[src/sv/pdf_pkg.sv]
`timescale 1ns / 1ps
package pdf_pkg;

  localparam logic [15:0] CRC_INIT = 16'hFFFF;
  localparam logic [15:0] CRC_POLY = 16'h8408;

  typedef struct packed {
    logic [7:0]  data_byte;
    logic        last_byte;
    logic [31:0] now_seconds;
    logic [15:0] age_limit;
  } pdf_in_t;

  typedef struct packed {
    logic        is_duplicate;
    logic        not_tracked;
    logic [15:0] packet_checksum;
  } pdf_out_t;

  // One finished packet handed from the CRC front end to the table engine.
  typedef struct packed {
    logic [15:0] checksum;
    logic [31:0] now_seconds;
    logic [15:0] age_limit;
  } pdf_job_t;

  // Reflected CRC-16, one byte.
  function automatic logic [15:0] crc16_byte(input logic [15:0] crc, input logic [7:0] b);
    logic [15:0] c;
    c = crc ^ {8'h00, b};
    for (int i = 0; i < 8; i++) begin
      c = c[0] ? ((c >> 1) ^ CRC_POLY) : (c >> 1);
    end
    return c;
  endfunction

endpackage

[src/sv/packet_duplicate_filter_core.sv]
`timescale 1ns / 1ps
// Bytes: one per cycle; the CRC front end stalls only when two finished packets wait.
// Per packet the table engine reads one table entry per cycle from a single-read-port
// memory, then takes a finish step that waits while the result register is stalled.
// Reset (rst_ni, async, active low) restores the CRC to 0xFFFF, empties the
// queue and sets the entry count to zero; table memory is not cleared.
module packet_duplicate_filter_core import pdf_pkg::*; #(
  parameter int unsigned TABLE_ENTRIES = 20
) (
  input  logic     clk_i,
  input  logic     rst_ni,
  input  logic     in_valid_i,
  output logic     in_stall_o,
  input  pdf_in_t  in_data_i,
  output logic     out_valid_o,
  input  logic     out_stall_i,
  output pdf_out_t out_data_o
);

  // Front end -> queue: one job per packet, pushed on the transfer of the last byte.
  logic     job_push;
  pdf_job_t job_in;
  logic     job_full;

  // Queue -> table engine.
  logic     job_valid;
  logic     job_pop;
  pdf_job_t job_out;

  // CRC-16 over the byte stream; finishes the checksum on the last byte.
  pdf_front u_front (
    .clk_i      (clk_i),
    .rst_ni     (rst_ni),
    .in_valid_i (in_valid_i),
    .in_stall_o (in_stall_o),
    .in_data_i  (in_data_i),
    .job_push_o (job_push),
    .job_o      (job_in),
    .job_full_i (job_full)
  );

  // Decouples the byte stream from the table search.
  pdf_queue u_queue (
    .clk_i       (clk_i),
    .rst_ni      (rst_ni),
    .push_i      (job_push),
    .push_data_i (job_in),
    .full_o      (job_full),
    .pop_i       (job_pop),
    .valid_o     (job_valid),
    .pop_data_o  (job_out)
  );

  // Linear table search: frees stale matches, flags young ones, stores new checksums
  // in the first free slot or appends, else marks untracked; holds the result register.
  pdf_back #(
    .TABLE_ENTRIES (TABLE_ENTRIES)
  ) u_back (
    .clk_i       (clk_i),
    .rst_ni      (rst_ni),
    .job_valid_i (job_valid),
    .job_i       (job_out),
    .job_pop_o   (job_pop),
    .out_valid_o (out_valid_o),
    .out_stall_i (out_stall_i),
    .out_data_o  (out_data_o)
  );

endmodule

[src/sv/pdf_front.sv]
`timescale 1ns / 1ps
module pdf_front import pdf_pkg::*; (
  input  logic     clk_i,
  input  logic     rst_ni,
  input  logic     in_valid_i,
  output logic     in_stall_o,
  input  pdf_in_t  in_data_i,
  output logic     job_push_o,
  output pdf_job_t job_o,
  input  logic     job_full_i
);

  logic [15:0] crc_q, crc_d;
  logic [15:0] crc_next;
  logic        accept;

  assign in_stall_o = job_full_i;
  assign accept     = in_valid_i && !job_full_i;
  assign crc_next   = crc16_byte(crc_q, in_data_i.data_byte);

  always_comb begin
    crc_d = crc_q;
    if (accept) begin
      crc_d = in_data_i.last_byte ? CRC_INIT : crc_next;
    end
  end

  assign job_push_o        = accept && in_data_i.last_byte;
  assign job_o.checksum    = ~crc_next;
  assign job_o.now_seconds = in_data_i.now_seconds;
  assign job_o.age_limit   = in_data_i.age_limit;

  always_ff @(posedge clk_i or negedge rst_ni) begin
    if (!rst_ni) begin
      crc_q <= CRC_INIT;
    end else begin
      crc_q <= crc_d;
    end
  end

endmodule

[src/sv/pdf_queue.sv]
`timescale 1ns / 1ps
module pdf_queue import pdf_pkg::*; (
  input  logic     clk_i,
  input  logic     rst_ni,
  input  logic     push_i,
  input  pdf_job_t push_data_i,
  output logic     full_o,
  input  logic     pop_i,
  output logic     valid_o,
  output pdf_job_t pop_data_o
);

  // two-entry FIFO
  pdf_job_t   slot_q [2];
  logic       wr_ptr_q, rd_ptr_q;
  logic [1:0] cnt_q;

  assign full_o     = (cnt_q == 2'd2);
  assign valid_o    = (cnt_q != 2'd0);
  assign pop_data_o = slot_q[rd_ptr_q];

  always_ff @(posedge clk_i) begin
    if (push_i) begin
      slot_q[wr_ptr_q] <= push_data_i;
    end
  end

  always_ff @(posedge clk_i or negedge rst_ni) begin
    if (!rst_ni) begin
      wr_ptr_q <= 1'b0;
      rd_ptr_q <= 1'b0;
      cnt_q    <= 2'd0;
    end else begin
      if (push_i) begin
        wr_ptr_q <= ~wr_ptr_q;
      end
      if (pop_i) begin
        rd_ptr_q <= ~rd_ptr_q;
      end
      case ({push_i, pop_i})
        2'b10:   cnt_q <= cnt_q + 2'd1;
        2'b01:   cnt_q <= cnt_q - 2'd1;
        default: cnt_q <= cnt_q;
      endcase
    end
  end

endmodule

[src/sv/pdf_back.sv]
`timescale 1ns / 1ps
module pdf_back import pdf_pkg::*; #(
  parameter int unsigned TABLE_ENTRIES = 20
) (
  input  logic     clk_i,
  input  logic     rst_ni,
  input  logic     job_valid_i,
  input  pdf_job_t job_i,
  output logic     job_pop_o,
  output logic     out_valid_o,
  input  logic     out_stall_i,
  output pdf_out_t out_data_o
);

  localparam int unsigned IDX_W = (TABLE_ENTRIES > 1) ? $clog2(TABLE_ENTRIES) : 1;
  localparam int unsigned CNT_W = $clog2(TABLE_ENTRIES + 1);
  localparam logic [CNT_W-1:0] ENTRIES_C = CNT_W'(TABLE_ENTRIES);

  localparam logic [1:0] S_IDLE = 2'd0;
  localparam logic [1:0] S_SCAN = 2'd1;
  localparam logic [1:0] S_FIN  = 2'd2;

  logic [1:0]       state_q, state_d;
  pdf_job_t         job_q, job_d;
  logic [CNT_W-1:0] issue_q, issue_d;
  logic [CNT_W-1:0] used_q, used_d;
  logic             dup_q, dup_d;
  logic             free_found_q, free_found_d;
  logic [IDX_W-1:0] free_idx_q, free_idx_d;

  logic [15:0]      mem_chk  [TABLE_ENTRIES];
  logic [31:0]      mem_time [TABLE_ENTRIES];
  logic [15:0]      rd_chk_q;
  logic [31:0]      rd_time_q;
  logic [IDX_W-1:0] chk_idx_q;

  logic             rd_en;
  logic [IDX_W-1:0] rd_addr;
  logic             wr_chk_en, wr_time_en;
  logic [IDX_W-1:0] wr_addr;
  logic [15:0]      wr_chk;

  logic             out_valid_q, out_valid_d;
  pdf_out_t         out_data_q, out_data_d;
  logic             out_free;

  logic [31:0]      age_diff;
  logic             match, young;

  assign out_free = !out_valid_q || !out_stall_i;
  assign age_diff = job_q.now_seconds - rd_time_q;
  assign match    = (rd_chk_q == job_q.checksum);
  // negative difference always counts as young
  assign young    = age_diff[31] || (age_diff < {16'd0, job_q.age_limit});

  always_comb begin
    state_d      = state_q;
    job_d        = job_q;
    issue_d      = issue_q;
    used_d       = used_q;
    dup_d        = dup_q;
    free_found_d = free_found_q;
    free_idx_d   = free_idx_q;
    job_pop_o    = 1'b0;
    rd_en        = 1'b0;
    rd_addr      = '0;
    wr_chk_en    = 1'b0;
    wr_time_en   = 1'b0;
    wr_addr      = '0;
    wr_chk       = '0;
    out_valid_d  = out_valid_q && out_stall_i;
    out_data_d   = out_data_q;

    case (state_q)
      S_IDLE: begin
        if (job_valid_i) begin
          job_pop_o    = 1'b1;
          job_d        = job_i;
          dup_d        = 1'b0;
          free_found_d = 1'b0;
          if (used_q != '0) begin
            rd_en   = 1'b1;
            rd_addr = '0;
            issue_d = CNT_W'(1);
            state_d = S_SCAN;
          end else begin
            state_d = S_FIN;
          end
        end
      end
      S_SCAN: begin
        // one entry checked per cycle, next read already in flight
        if (match && young) begin
          dup_d   = 1'b1;
          state_d = S_FIN;
        end else begin
          if (match) begin
            wr_chk_en = 1'b1;
            wr_addr   = chk_idx_q;
            wr_chk    = '0;
          end
          if ((rd_chk_q == '0 || match) && !free_found_q) begin
            free_found_d = 1'b1;
            free_idx_d   = chk_idx_q;
          end
          if (issue_q < used_q) begin
            rd_en   = 1'b1;
            rd_addr = issue_q[IDX_W-1:0];
            issue_d = issue_q + CNT_W'(1);
          end else begin
            state_d = S_FIN;
          end
        end
      end
      S_FIN: begin
        if (out_free) begin
          out_valid_d                = 1'b1;
          out_data_d.is_duplicate    = dup_q;
          out_data_d.not_tracked     = 1'b0;
          out_data_d.packet_checksum = job_q.checksum;
          if (!dup_q) begin
            if (free_found_q) begin
              wr_chk_en  = 1'b1;
              wr_time_en = 1'b1;
              wr_addr    = free_idx_q;
              wr_chk     = job_q.checksum;
            end else if (used_q < ENTRIES_C) begin
              wr_chk_en  = 1'b1;
              wr_time_en = 1'b1;
              wr_addr    = used_q[IDX_W-1:0];
              wr_chk     = job_q.checksum;
              used_d     = used_q + CNT_W'(1);
            end else begin
              out_data_d.not_tracked = 1'b1;
            end
          end
          state_d = S_IDLE;
        end
      end
      default: state_d = S_IDLE;
    endcase
  end

  always_ff @(posedge clk_i) begin
    if (wr_chk_en) begin
      mem_chk[wr_addr] <= wr_chk;
    end
    if (wr_time_en) begin
      mem_time[wr_addr] <= job_q.now_seconds;
    end
    if (rd_en) begin
      rd_chk_q  <= mem_chk[rd_addr];
      rd_time_q <= mem_time[rd_addr];
      chk_idx_q <= rd_addr;
    end
  end

  always_ff @(posedge clk_i) begin
    job_q      <= job_d;
    issue_q    <= issue_d;
    free_idx_q <= free_idx_d;
    out_data_q <= out_data_d;
  end

  always_ff @(posedge clk_i or negedge rst_ni) begin
    if (!rst_ni) begin
      state_q      <= S_IDLE;
      used_q       <= '0;
      dup_q        <= 1'b0;
      free_found_q <= 1'b0;
      out_valid_q  <= 1'b0;
    end else begin
      state_q      <= state_d;
      used_q       <= used_d;
      dup_q        <= dup_d;
      free_found_q <= free_found_d;
      out_valid_q  <= out_valid_d;
    end
  end

  assign out_valid_o = out_valid_q;
  assign out_data_o  = out_data_q;

endmodule

[config.mk]
export PLATFORM = sky130hd
export DESIGN_NAME = packet_duplicate_filter_core
export DESIGN_NICKNAME = d
export VERILOG_FILES = /design/src/sv/pdf_pkg.sv /design/src/sv/packet_duplicate_filter_core.sv /design/src/sv/pdf_front.sv /design/src/sv/pdf_queue.sv /design/src/sv/pdf_back.sv
export SDC_FILE = /design/constraint.sdc
export NUM_CORES = 2
export LEC_CHECK = 0
export ABC_AREA = 1
export BUFFER_PORTS_ARGS = -buffer_cell sky130_fd_sc_hd__buf_4
export CAP_MARGIN = 20
export CORE_UTILIZATION = 35
export DETAILED_ROUTE_END_ITERATION = 10
export GPL_ROUTABILITY_DRIVEN = 0
export HOLD_SLACK_MARGIN = 0.12
export SLEW_MARGIN = 5
export SYNTH_ARGS = -nofsm -noshare
export SYNTH_HDL_FRONTEND = slang
export SYNTH_HIERARCHICAL = 1
export SYNTH_SLANG_ARGS = --single-unit
[constraint.sdc]
create_clock -name clk_i -period 7.76 [get_ports clk_i]
set_input_delay 0.388 -clock clk_i [delete_from_list [all_inputs] [get_ports clk_i]]
set_output_delay 0.388 -clock clk_i [all_outputs]
set_load 0.02 [all_outputs]
=== After elaboration in Yosys (flattened, before gate mapping) ===
Memory sizes are Yosys's and may differ from the RTL's. A register that Yosys moved wholly into a read port is not among the register bits.
Cells that the tools add are included.

* Register bits: 63
* Memory bits (writable): 1088
* Bits of input ports: 61
* Word-level logic and storage cells: 148
* Memories kept: 3

{| class="wikitable"
|+ Memory list
! memory !! depth !! bits a word !! read ports !! clocked after Yosys merged registers in !! wr ports !! RTL line !! source
|-
| u_back.mem_time || 20 || 32 || 1 || 1 || 1 || pdf_back.sv:32 || <nowiki>logic [31:0] mem_time [TABLE_ENTRIES];</nowiki>
|-
| u_back.mem_chk || 20 || 16 || 1 || 1 || 1 || pdf_back.sv:31 || <nowiki>logic [15:0] mem_chk [TABLE_ENTRIES];</nowiki>
|-
| u_queue.slot_q || 2 || 64 || 1 || 1 || 1 || pdf_queue.sv:14 || <nowiki>pdf_job_t slot_q [2];</nowiki>
|}

* $add $sub $neg: 5
* Magnitude comparators: 3
* Equality and inequality tests: 14
* Multiplexer cells: 66
* Bitwise operators: 15
* Reductions and logical operators: 27

{| class="wikitable"
|+ Operators with widths
! cell !! number
|-
| 16-bit two-way mux || 14
|-
| 5-bit two-way mux || 13
|-
| 32-bit by 16-bit < comparator with 1-bit output || 1
|-
| 32-bit subtractor || 1
|-
| 1-bit two-way mux || 26
|-
| 2-bit inverter with 3-bit output || 8
|-
| 5-bit case mux with 2 select lines || 2
|-
| 16-bit equality test || 1
|-
| 16-bit logical NOT || 1
|-
| 16-bit inverter || 1
|-
| 16-bit by 8-bit XOR with 16-bit output || 1
|-
| 5-bit by 1-bit adder with 5-bit output (second input constant) || 2
|-
| 2-bit two-way mux || 5
|-
| 2-bit by 1-bit != test with 1-bit output (second input constant) || 5
|-
| 5-bit AND reduction || 2
|-
| 3-bit AND reduction || 3
|-
| 1-bit case mux with 2 select lines || 4
|-
| 2-bit equality test (second input constant) || 3
|-
| 2-bit case mux with 3 select lines || 1
|-
| 2-bit nonzero test || 3
|-
| 1-bit logical AND || 5
|-
| 5-bit < comparator || 1
|-
| 5-bit < comparator (second input constant) || 1
|-
| 1-bit inverter || 5
|-
| 13 further kinds || 21
|}

=== Longest topological paths before layout ===
* Depth after elaboration: 18
* Mapped depth: 32
* Mapped depth without buffers: 31

=== Cells and area by module ===
Netlist, hierarchy kept.

{| class="wikitable"
|+ By module, submodules not included
! module !! times used !! cells each !! area each (um^2)
|-
| pdf_back || 1 || 4853 || 50891.3
|-
| pdf_queue || 1 || 358 || 4989.8
|-
| pdf_front || 1 || 242 || 1584.0
|}

=== Worst setup path after synthesis ===
OpenSTA, ideal clock, no wires.

* Path type: reg2reg
* Start: register u_back/job_q[16] in the netlist's numbering
* End: memory u_back.mem_time[6][0], enable pin
* Setup time: 0.461 ns
* Arrival: 5.826 ns
* Required time: 7.299 ns
* Setup slack: 1.473 ns
* Stages on the path, launching flop included: 30
* Path buffers: 2
* Clock period less this slack: 6.287 ns
* Path through: edfxtp_1 -> inv_1 -> ha_1 -> fa_1 -> inv_1 -> nand2_1 -> nand2_1 -> nand3_1 -> nand2_1 -> nand2_1 -> nand2_1 -> xor2_1 -> ha_1 -> nand2_1 -> a21oi_1 -> a211oi_1 -> nand3_1 -> nor2_1 -> nand3_1 -> nor2_1 -> nand3_1 -> nand2_2 -> nand2_4 -> buf_6 -> buf_6 -> nand3_2 -> o21ai_2 -> nand2_2 -> nand3_4 -> nor3_1

* Cells in the longest elaborated chain, start to end: 6

{| class="wikitable"
|+ Ends and longest elaborated chain
! item !! RTL line !! source
|-
| start, declared || pdf_back.sv:24 || <nowiki>pdf_job_t job_q, job_d;</nowiki>
|-
| start signal, assigned || pdf_back.sv:159 || <nowiki>job_q <= job_d;</nowiki>
|-
| 32-bit subtractor * || pdf_back.sv:51 || <nowiki>assign age_diff = job_q.now_seconds - rd_time_q;</nowiki>
|-
| 32-bit by 16-bit < comparator with 1-bit output || pdf_back.sv:54 || <nowiki>assign young = age_diff[31] || (age_diff < {16'd0, job_q.age_limit});</nowiki>
|-
| 1-bit logical OR * || pdf_back.sv:54 ||
|-
| 1-bit logical AND * || pdf_back.sv:93 || <nowiki>if (match && young) begin</nowiki>
|-
| 5-bit two-way mux * || pdf_back.sv:93 ||
|-
| 5-bit case mux with 2 select lines * || pdf_back.sv:74 || <nowiki>case (state_q)</nowiki>
|-
| end, declared || pdf_back.sv:32 ||
|}

Mark *: on every way between the ends. The rest lies on a longest branch, timed or not.

=== Worst setup path after layout ===
* Start: register u_back/job_q[16] in the netlist's numbering
* End: register u_back.rd_chk_q[13] (read register of u_back.mem_chk), data pin

* Cells in the longest elaborated chain, start to end: 6
* Elaborated cells on any way between the ends: 8
* Those cells by class: add/sub: 1; order compare: 1; mux: 4; reduce/logical: 2

{| class="wikitable"
|+ Ends and longest elaborated chain
! item !! RTL line !! source
|-
| 32-bit subtractor * || pdf_back.sv:51 ||
|-
| 32-bit by 16-bit < comparator with 1-bit output || pdf_back.sv:54 ||
|-
| 1-bit logical OR * || pdf_back.sv:54 ||
|-
| 1-bit logical AND * || pdf_back.sv:93 ||
|-
| 1-bit two-way mux / 5-bit two-way mux (equally long branches) || pdf_back.sv:93 ||
|-
| 1-bit case mux with 2 select lines / 5-bit two-way mux (equally long branches) || - ||
|-
| end, declared || pdf_back.sv:33 || <nowiki>logic [15:0] rd_chk_q;</nowiki>
|}

Marks and branches as above.
A chain may end at the register's enable or synchronous reset.

==> results.toml <==
[final_layout]
mostFrequentLayoutCells = "1,233 x edfxtp_1, 1,001 x nand2_1, 884 x inv_1"
nNetsFinal = 5574
drive_gt1_share_pct = 9.91
final_common_cell = "edfxtp_1"
seq_area_mm2 = 0.0378
stdcell_area_mm2 = 0.0644
areaGrowthSynthToFinish_pct = 12.1
antenna_cells = 0
fill_cells = 15668
multi_input_area_mm2 = 0.0147

[timing]
finClkSkew_ns = 0.0364
maxSlewHeadroom_pct = 26.1
hold_viol = 0
fmax_mhz = 161
slew_viol_final = 0
period_share_pct = 80.1
fin_tns_setup_ns = 0
tightest_slew_ns = 1.11
final-setup-viol-count = 0
min_period_ns = 6.22
rsz0062_at_grt = "false"

[global_routing]
grt_pass1_vias = 37856
grt_overflow_total = 0
antenna_found_initial = 0
grtUsageTotal_pct = 18.0
grt_max_degree = 175
grt_pass1_wl_mm = 229

[placement]
io_buffer_count = 80
post-dp-hpwl_mm = 79.3
placed_area_mm2 = 0.0599

[logic_synthesis]
synth_top_area_share_pct = 64.4
synth_enable_flop_cells = 1233
ys_seq_area_share_pct = 65.8
syn-instance-count = 5453
synth.distinct_cells = 51
syn_area_mm2 = 0.0575
synth-seq-cells = 1263
syn_avg_cell_area_um2 = 10.5
synth-async-reset-ratio_pct = 2.38
syn-num-nets = 5572
yosysTopAreaCell = "edfxtp_1"
yosysWarnings = 6
synth_area_leaders = "edfxtp_1 64%, nand2_1 6.5%, inv_1 5.8%"
yosys_most_used_dff = "edfxtp_1"

[detailed_routing]
wl_per_cell_um = 19.7
ant_nets = 0
vias_per_cell = 5.05
drt_iter0_drc = 3594
vias = 39029
totalWireLength_mm = 152
firstDrtPassIters = 6
drc = 0

[power_and_ir_drop]
irDropWorstVdd_mv = 0.470
power_density_mw_per_mm2 = 368
power.leakage_uw = 0.0260

[clock_network]
clk_latency_ns = 0.74
cts_tree = "built"
htree_levels = 3
cts_buffer_depth = 3
path_clk_slew_ns = 0.07
clock_sinks = 1263
numCtsBuffers = 119
cts_setup_buffers = 0
cts-root-buf = "clkbuf_16"

[critical_path]
crit_path_frequent_cell = "nand2_1"
critical_path_class = "flip-flop to flip-flop"
cp.arrival_ns = 6.81
crit_path_top_delay_cell = "edfxtp_1"
crit_cells = 30
worst-path-buf-inv = 4
rr_worst_depth = 30
critPathLaunchType = "flip-flop"
crit_fanout = 90
cp-end-kind = "flip-flop"
max_stage_delay_ns = 0.75
cp.required_ns = 8.35
cp_top_family = "simple AND/OR/NAND/NOR gates"

[floorplan]
dieHeight_um = 407
die_area_mm2 = 0.166
boundaryPins = 81
die_w_um = 407
start_util_pct = 35.3
core_mm2 = 0.163
rows = 148

[hold_path]
hold_class = "input pin to flip-flop"
holdPathStages = 5

[flow_run]
maxCapViolations = 0

[run_status]
status = "completed"
[cells by family (layout without fill, tap and decap cells)]
logic type	after synthesis	count (layout)	synth area share, %
compound gates	299	299	2.85
buf+inv	1246	1345	9.13
fa+ha+maj	58	58	1.28
flops	1263	1263	65.8
xor+xnor	36	36	0.549
simple gates	2551	2551	20.4
[synth_stat cells (52+ instances only)]
cell and instances:
o22ai_1 52, buf_2 104, or2_2 100, nor2_1 442, buf_4 59, nand4_1 346, edfxtp_1 1233, nand2_1 1002
ha_1 57, nand3_1 570, o21ai_0 143, clkbuf_1 117, inv_1 887
[stage by stage]
stage | setup slack (ns) | utilization (%) | power, uW | instances | hold WS [ns]
floorplan | 1.47 | - | 15200 | 5453 | 0.0924
global placement | 1.74 | 36.8 | 17800 | 7442 | 0.360
detailed placement | 1.63 | 36.8 | 17900 | 7446 | 0.358
CTS | 1.61 | 39.5 | 23800 | 7722 | 0.128
global route | 1.08 | 39.5 | 25000 | 7727 | 0.158
finish | 1.54 | 39.5 | 23700 | 7727 | 0.164
[final cells by class]
| cell class | instances | share of cell area (%) |
|---|---|---|
| sequential | 1263 | 58.7 |
| multi-input combinational | 2944 | 22.8 |
| inverter | 901 | 5.27 |
| clock buffer | 146 | 4.81 |
| tap | 2175 | 4.22 |
| timing repair buffer | 226 | 3.10 |
| clock inverter | 72 | 1.17 |
[per-layer routing]
layer | global-route usage (%) | vias up | wire [um] | part of all wire, %
met4 | 6.10 | 0 | 4830 | 3.2
met1 | 24.0 | 19076 | 65000 | 43
li1 | - | 18296 | - | -
met5 | 0 | - | 0 | 0
met2 | 30.1 | 1366 | 73000 | 48
met3 | 2.26 | 291 | 9630 | 6.3
[timing repair]
item	in CTS	in global routing
endpoints found under the hold margin	139	0
hold buffers	58	0
gates resized for setup	0	0
[flip-flops by register name (all words and copies together) (netlist names), 2 cells and up]
| signal | count |
|---|---|
| u_back/chk_idx_q | 5 |
| u_back/free_idx_q | 5 |
| u_back/issue_q | 5 |
| u_back/job_q | 64 |
| u_back/mem_chk | 320 |
| u_back/mem_time | 640 |
| u_back/out_data_o | 18 |
| u_back/rd_chk_q | 16 |
| u_back/rd_time_q | 32 |
| u_back/state_q | 2 |
| u_back/used_q | 5 |
| u_front/crc_q | 16 |
| u_queue/cnt_q | 2 |
| u_queue/slot_q | 128 |
[where the power goes]
group | switching [uW] | internal [uW]
clock | 2550 | 3290
combinational | 5560 | 2270
sequential | 929 | 9100
total | 9040 | 14700
[worst paths after layout]
path | from | end | slack, ns
max in group asynchronous | rst_ni | u_queue/rd_ptr_q$_DFFE_PN0P_ | 6.09
worst min register to register | u_back/job_q[52]$_DFFE_PP_ | u_back/out_data_o[4]$_DFFE_PP_ | 0.47
min in group asynchronous | rst_ni | u_front/crc_q[1]$_DFFE_PN1P_ | 0.36
worst max register to register | u_back/job_q[16]$_DFFE_PP_ | u_back/rd_chk_q[13]$_DFFE_PP_ | 1.54
worst min-delay path | in_data_i[56] | u_queue/slot_q[0][63]$_DFFE_PP_ | 0.16
worst max-delay path | u_back/job_q[16]$_DFFE_PP_ | u_back/rd_chk_q[13]$_DFFE_PP_ | 1.54
[worst register-to-register path, delay by kind of cell (launching register included)]
| kind | cells | cell delay, ns |
|---|---|---|
| and+or+nand+nor | 20 | 2.89 |
| buffers and inverters | 4 | 1.23 |
| xor gates and xnor gates | 1 | 0.10 |
| DFF | 1 | 0.75 |
| AOI/OAI and AO/OA | 2 | 0.24 |
| adders and majority gates | 3 | 0.90 |
No activity file was read; power rests on OpenSTA's default activity.
